**config.mk**
```make
export PLATFORM = sky130hd
export DESIGN_NAME = tfas_ctrl
export DESIGN_NICKNAME = d
export VERILOG_FILES = /design/src/tfas_pkg.sv /design/src/tfas_ctrl.sv
export SDC_FILE = /design/constraint.sdc
export NUM_CORES = 1
export LEC_CHECK = 0
export ABC_AREA = 0
export BUFFER_PORTS_ARGS = -buffer_cell sky130_fd_sc_hd__buf_4
export CAP_MARGIN = 20
export CORE_UTILIZATION = 49
export DETAILED_ROUTE_END_ITERATION = 10
export PLACE_DENSITY = 0.75
export SYNTH_ARGS = -nofsm -noshare
export SYNTH_HDL_FRONTEND = slang
export SYNTH_SLANG_ARGS = --single-unit
```
**constraint.sdc**
```tcl
create_clock -name i_clk -period 2.35 [get_ports i_clk]
set_input_delay 0.3525 -clock i_clk [delete_from_list [all_inputs] [get_ports i_clk]]
set_output_delay 0.3525 -clock i_clk [all_outputs]
set_load 0.02 [all_outputs]
```
**src/tfas_pkg.sv**
```systemverilog
// ----------------------------------------------------------------------------
// tfas_pkg: shared types and constants of the triangle fan angle sum
// Fixed formats, the arctangent table, controller states and the
// command / status words between controller and datapath.
// ----------------------------------------------------------------------------
package tfas_pkg;

    // Port and internal widths
    localparam int IN_W        = 32;   // coordinate field on the input word
    localparam int COORD_MAX_W = 48;   // widest coordinate the design supports
    localparam int MUL_W       = 31;   // shrunk edge component, |v| <= 2^29
    localparam int PROD_W      = 62;   // one edge product
    localparam int XY_W        = 64;   // cross, dot and CORDIC vector
    localparam int ANG_W       = 28;   // angle in radians, Q4.24 signed
    localparam int Q16_W       = 19;   // rounded angle, Q3.16 unsigned
    localparam int SUM_W       = 24;   // angle sum, Q8.16 unsigned
    localparam int STEP_W      = 5;    // CORDIC step index, up to 32 steps
    localparam int MUL_OPS     = 4;    // products per triangle

    localparam int EDGE_LIMIT  = 536870912;  // 2^29
    localparam int ANG_FRAC    = 24;
    localparam int TABLE_HEAD  = 9;
    localparam int ROUND_BIAS  = 128;
    localparam int ROUND_SHIFT = 8;

    localparam logic signed [ANG_W-1:0] HALF_PI = 28'sd26353589;

    // atan(2^-i) * 2^24 for the first steps; beyond them it is 2^(24-i), and 0 past i = 24
    localparam logic signed [ANG_W-1:0] ATAN_HEAD [TABLE_HEAD] = '{
        28'sd13176795, 28'sd7778716, 28'sd4110060, 28'sd2086331, 28'sd1047214,
        28'sd524117,   28'sd262123,  28'sd131069,  28'sd65536
    };

    typedef enum logic [2:0] {
        S_IDLE,
        S_SHRINK,
        S_MUL,
        S_PREP,
        S_ROT,
        S_DONE
    } t_state;

    // Edge products in the order the multiplier takes them
    typedef enum logic [1:0] {
        P_E1X_E2Y,
        P_E2X_E1Y,
        P_E1X_E2X,
        P_E1Y_E2Y
    } t_prod;

    typedef struct packed {
        logic              load;     // capture a new triangle
        logic              shrink;   // halve oversized edges
        logic              mul_en;   // register one product
        t_prod             mul_sel;
        logic              acc_en;   // fold the last product into cross/dot
        t_prod             acc_sel;
        logic              prep;     // set up the CORDIC vector
        logic              rot;      // one CORDIC step
        logic [STEP_W-1:0] step;
        logic              accum;    // add the angle into the sum
        logic              emit;     // load the result word and clear the sum
    } t_cmd;

    typedef struct packed {
        logic shrink_busy;
        logic last;
    } t_stat;

    function automatic logic signed [ANG_W-1:0] atan_step(input logic [STEP_W-1:0] i);
        logic signed [ANG_W-1:0] r;
        if (i < STEP_W'(TABLE_HEAD)) begin
            r = ATAN_HEAD[i[3:0]];
        end else if (i <= STEP_W'(ANG_FRAC)) begin
            r = ANG_W'(1) << (STEP_W'(ANG_FRAC) - i);
        end else begin
            r = '0;
        end
        return r;
    endfunction

endpackage

```
**src/tfas_ctrl.sv**
```systemverilog
// ----------------------------------------------------------------------------
// tfas_ctrl: sequencer of the triangle fan angle sum
// Walks each triangle through edge shrink, products, CORDIC steps and the
// accumulate step; owns the input ready and the output valid.
// ----------------------------------------------------------------------------
module tfas_ctrl #(
    parameter int CORDIC_ITERATIONS = 20
) (
    input  logic             i_clk,
    input  logic             i_rst_n,
    input  logic             i_in_valid,
    output logic             o_in_ready,
    output logic             o_out_valid,
    input  logic             i_out_ready,
    output tfas_pkg::t_cmd   o_cmd,
    input  tfas_pkg::t_stat  i_stat
);

    localparam int IDX_W = $clog2(CORDIC_ITERATIONS);

    tfas_pkg::t_state r_state, n_state;
    logic [2:0]       r_mcnt, n_mcnt;
    logic [IDX_W-1:0] r_icnt, n_icnt;
    logic             r_out_valid, n_out_valid;

    // State, counters and output valid
    always_ff @(posedge i_clk) begin
        if (!i_rst_n) begin
            r_state     <= tfas_pkg::S_IDLE;
            r_mcnt      <= '0;
            r_icnt      <= '0;
            r_out_valid <= 1'b0;
        end else begin
            r_state     <= n_state;
            r_mcnt      <= n_mcnt;
            r_icnt      <= n_icnt;
            r_out_valid <= n_out_valid;
        end
    end

    // Next state and datapath commands
    always_comb begin
        n_state     = r_state;
        n_mcnt      = r_mcnt;
        n_icnt      = r_icnt;
        n_out_valid = r_out_valid && !i_out_ready;
        o_in_ready  = 1'b0;
        o_cmd       = '0;
        unique case (r_state)
            tfas_pkg::S_IDLE: begin
                o_in_ready = 1'b1;
                if (i_in_valid) begin
                    o_cmd.load = 1'b1;
                    n_state    = tfas_pkg::S_SHRINK;
                end
            end
            tfas_pkg::S_SHRINK: begin
                n_mcnt = '0;
                if (i_stat.shrink_busy) begin
                    o_cmd.shrink = 1'b1;
                end else begin
                    n_state = tfas_pkg::S_MUL;
                end
            end
            tfas_pkg::S_MUL: begin
                // issue a product while folding in the one before it
                o_cmd.mul_en  = (r_mcnt < 3'(tfas_pkg::MUL_OPS));
                o_cmd.mul_sel = tfas_pkg::t_prod'(r_mcnt[1:0]);
                o_cmd.acc_en  = (r_mcnt != 3'd0);
                o_cmd.acc_sel = tfas_pkg::t_prod'(2'(r_mcnt - 3'd1));
                n_mcnt        = r_mcnt + 3'd1;
                if (r_mcnt == 3'(tfas_pkg::MUL_OPS)) begin
                    n_state = tfas_pkg::S_PREP;
                end
            end
            tfas_pkg::S_PREP: begin
                o_cmd.prep = 1'b1;
                n_icnt     = '0;
                n_state    = tfas_pkg::S_ROT;
            end
            tfas_pkg::S_ROT: begin
                o_cmd.rot  = 1'b1;
                o_cmd.step = tfas_pkg::STEP_W'(r_icnt);
                if (r_icnt == IDX_W'(CORDIC_ITERATIONS - 1)) begin
                    n_state = tfas_pkg::S_DONE;
                end else begin
                    n_icnt = r_icnt + IDX_W'(1);
                end
            end
            tfas_pkg::S_DONE: begin
                // hold a last triangle while the previous word is still waiting
                if (!(i_stat.last && r_out_valid && !i_out_ready)) begin
                    o_cmd.accum = 1'b1;
                    o_cmd.emit  = i_stat.last;
                    if (i_stat.last) begin
                        n_out_valid = 1'b1;
                    end
                    n_state = tfas_pkg::S_IDLE;
                end
            end
            default: begin
                n_state = tfas_pkg::S_IDLE;
            end
        endcase
    end

    assign o_out_valid = r_out_valid;

endmodule

```
==> results list <==
- Clock tree synthesis inserted a total of 3 buffers.
- Total Neg Setup Slack: 0 ns
- Across the run, the number of max-cap violations was 0.
- Number of endpoints with negative hold slack in the final report: 0
- Summed over all layers, the routed wires come to roughly 1700 µm.
- Number of cells traversed by the worst register-to-register path: 3
* Final number of max-transition violations: 0
- Hold-fix buffer count after cts: 0
* Average detailed-routed wire length per instance: between 10 and 15 µm
- Critical Path Fanout Max: 15
* Yosys Warn Count: 0
- The first global-routing pass estimated approximately 2600 µm of wire.
- The worst-case IR drop observed on VDD is roughly 0.43 mV.
* Netlist Area Pre-Place: slightly above 800 µm²
- Setup Viol. Count Final: 0
* Largest net degree at the start of global routing: 19
- For this run, the register share of the synthesized area comes to 29.6%.
* Number of H-tree levels: 1
- Clock edge transition at the registers on the reported setup and hold paths: ~0.080 ns
- Number of filler cells placed in the layout: approximately 150
- Synthesis produced a netlist with a net count of 112.
- In this run, synthesis produced a sequential element count of 12.
- For this run, design rule violations remaining after detail routing come to 0.
- Die Outline Area: 0.00182 mm²
- Clock tree from TritonCTS: built
- Effective utilization at floorplan: a little over half
* # port buffers: 24
- The worst register-to-register path ends at r_icnt[2].
* Timing-limited maximum frequency: approximately 0.46 GHz
* Power density cells: around 430 mW/mm²
* Worst clock skew: 0.000562 ns
* Number of different library cells in the post-synthesis netlist: 34
- Horizontal die dimension: 42.7 µm
- Core box area: between 0.0015 and 0.002 mm²
* Placed cell areas: a little under 0.001 mm²
- The initialized floorplan defines 14 standard-cell rows.
- STA classifies the critical path endpoint as an output port.
* Syn Inst Count: between 100 and 150
- In the final design database the tool counted 134 nets.
* Detailed-route vias per instance: approximately 5.6
- After clock tree synthesis, the repair step resized 0 gates.
* Via count: roughly 800
* Antenna violations before repair: 0
- Deepest clock path buffer count: 2
- Height of the chip: approximately 43 µm
- A synthesized cell averages just under 8 µm².
- Data on the critical path arrives at its endpoint at roughly 1.8 ns.
- Most instantiated flip-flop cell in the synthesis netlist: sky130_fd_sc_hd__dfxtp_1
- Layout overhead on the synthesized area: 22.3%
- Final min period: about 2.2 ns
* Worst R2R Start: r_state[2]
- Hold worst-path end: o_out_valid
- Layout Utilization: 65.2%
- The tree is rooted in a sky130_fd_sc_hd__clkbuf_4.
* Start point of the worst min-delay path: i_out_ready
- STA puts the critical path data required time at 2.00 ns.
- Unrepaired setup endpoints after global routing: false
- Type of the tightest min-delay check: primary input to flip-flop
- 25 I/O pins were placed.
* Detailed Place HPWL: ~1200 µm
- The critical path is of the flip-flop to output port type.
- Vias in the first global route: 626
* Number of DRC markers in iteration 0: 24
- STA classifies the critical path startpoint as a flip-flop.
* Outcome: finished clean
* Post-detailed-route count of antenna-violating nets: 0
* Grt ovf: 0
- Reg2reg setup slack: roughly 0.45 ns
* Clk_lat worst skew: 0.28 ns
* TritonCTS Sinks: 12
- Layout cells sized above 1: approximately a quarter
- Total inserted antenna cells: 0
* Final critical-path share of the clock period: 92.4%
- Slew at the pin closest to its max-slew limit: between 0.4 and 0.5 ns
- The worst pin sits at a relative slew slack of between 60% and 70%.
- Setup bufs post-CTS: 0
- Hold-critical path depth: 3
- Leakage: between 0.4 and 0.5 nW
- Global Route Usage Sum: 19.2%
* Proportion of synthesized flip-flops having asynchronous set or reset: 0%
- With fillers left out, the area of the finished cells amounts to approximately 990 µm².
- Number of enable-type register cells in the synthesized netlist: 0
- Final weighted congestion in routability-driven placement: around 0.76
* Detailed-routing iteration count for the pre-antenna-repair pass: 4
flip-flops by register name, summed over array words and instances (netlist names):
register     cells
r_state          3
o_out_valid      1
r_mcnt           3
r_icnt           5
power by group:
group	internal [mW]	switching [mW]	leakage [nW]
logic	0.0359	0.0376	0.331
registers	0.208	0.0141	0.0971
clock network	0.0596	0.0743	0.0138
metal layers:
layer	wire length [µm]	part of all wire, %	track usage (%)
met3	66	4.0	2.55
met1	807	48	26.5
met4	41	2.5	13.1
met2	750	45	27.6
met5	0	0	0
worst max-delay path by stage:
stage	start	endpoint	slack (ns)
5_1_grt	r_state[2]	o_cmd[2]	0.04
2_1_floorplan	r_state[1]	o_cmd[16]	0.59
3_5_place_dp	r_state[2]	r_icnt[2]	0.49
6_report	r_state[2]	o_cmd[4]	0.18
4_1_cts	r_state[2]	o_cmd[5]	0.19
3_3_place_gp	r_state[2]	r_icnt[2]	0.52
cell usage in the layout, fill, tap and decap left out:
| cell | instances |
|---|---|
| sky130_fd_sc_hd__o22ai_1 | 1 |
| sky130_fd_sc_hd__and3b_1 | 2 |
| sky130_fd_sc_hd__a21oi_1 | 11 |
| sky130_fd_sc_hd__mux2i_1 | 3 |
| sky130_fd_sc_hd__and4b_1 | 1 |
| sky130_fd_sc_hd__a31oi_1 | 1 |
| sky130_fd_sc_hd__a221oi_1 | 1 |
| sky130_fd_sc_hd__nor2_1 | 10 |
| sky130_fd_sc_hd__nor4bb_1 | 2 |
| sky130_fd_sc_hd__clkbuf_4 | 3 |
| sky130_fd_sc_hd__or3_1 | 1 |
| sky130_fd_sc_hd__or3b_1 | 1 |
| sky130_fd_sc_hd__nand2_1 | 2 |
| sky130_fd_sc_hd__nor2b_1 | 2 |
| sky130_fd_sc_hd__or3b_2 | 2 |
| sky130_fd_sc_hd__and2_1 | 7 |
| sky130_fd_sc_hd__nor3_1 | 2 |
| sky130_fd_sc_hd__dfxtp_1 | 12 |
| sky130_fd_sc_hd__o21ai_0 | 3 |
| sky130_fd_sc_hd__nor3b_1 | 1 |
| sky130_fd_sc_hd__inv_1 | 7 |
| sky130_fd_sc_hd__nand3b_1 | 4 |
| sky130_fd_sc_hd__o21a_1 | 3 |
| sky130_fd_sc_hd__nor4b_1 | 1 |
| sky130_fd_sc_hd__buf_4 | 25 |
| sky130_fd_sc_hd__ha_1 | 3 |
| sky130_fd_sc_hd__o211ai_1 | 1 |
| sky130_fd_sc_hd__o211a_1 | 1 |
| sky130_fd_sc_hd__nand3_1 | 4 |
| sky130_fd_sc_hd__nand2b_1 | 4 |
| sky130_fd_sc_hd__a211oi_1 | 1 |
| sky130_fd_sc_hd__or4_1 | 1 |
stage by stage:
stage / setup slack, ns / power [mW] / hold WS, ns / instances
3_3_place_gp: 0.519 / 0.299 / 0.477 / 136
4_1_cts: 0.192 / 0.434 / 0.330 / 139
6_report: 0.178 / 0.430 / 0.334 / 139
3_5_place_dp: 0.486 / 0.301 / 0.483 / 136
2_1_floorplan: 0.586 / 0.276 / 0.458 / 103
5_1_grt: 0.0391 / 0.448 / 0.355 / 139
synthesized netlist by cell type (all sizes together), types with 2 or more instances:
| cell | count | area [µm²] |
|---|---|---|
| clkbuf | 4 | 15.0 |
| buf | 4 | 33.8 |
| and2 | 7 | 43.8 |
| nand2b | 4 | 25.0 |
| or3b | 3 | 26.3 |
| nand3b | 4 | 30.0 |
| nand2 | 2 | 7.51 |
| inv | 7 | 26.3 |
| nor3 | 2 | 10.0 |
| nor2b | 2 | 12.5 |
| nand3 | 4 | 20.0 |
| ha | 3 | 37.5 |
| nor2 | 10 | 37.5 |
| mux2i | 3 | 30.0 |
| nor4bb | 2 | 20.0 |
| o21a | 3 | 22.5 |
| a21oi | 11 | 55.1 |
| dfxtp | 12 | 240 |
| o21ai | 3 | 15.0 |
| and3b | 2 | 17.5 |
worst max-delay path, cell delays in order (launching register included):
cell	delay (ns)
sky130_fd_sc_hd__dfxtp_1	0.56
sky130_fd_sc_hd__or3b_1	0.53
sky130_fd_sc_hd__inv_1	0.17
sky130_fd_sc_hd__and2_1	0.14
sky130_fd_sc_hd__buf_4	0.13
cells by family (layout without fill, tap and decap cells):
logic type | count (synthesis) | in the layout | synth area share (%)
and+or+nand+nor | 47 | 47 | 35.7
AOI/OAI and AO/OA | 23 | 23 | 17.1
adders and majority gates | 3 | 3 | 4.62
buffers and inverters | 15 | 35 | 9.24
DFF | 12 | 12 | 29.6
muxes | 3 | 3 | 3.70
cell type report:
class	count	area (µm²)	share of cell area (%)
Multi-Input combinational cell	76	497	50.0
Sequential cell	12	240	24.2
Timing Repair Buffer	25	188	18.9
Inverter	7	26.3	2.64
Clock buffer	3	22.5	2.27
Tap cell	16	20.0	2.02
Note: power is estimated with default switching activity, not from simulation.
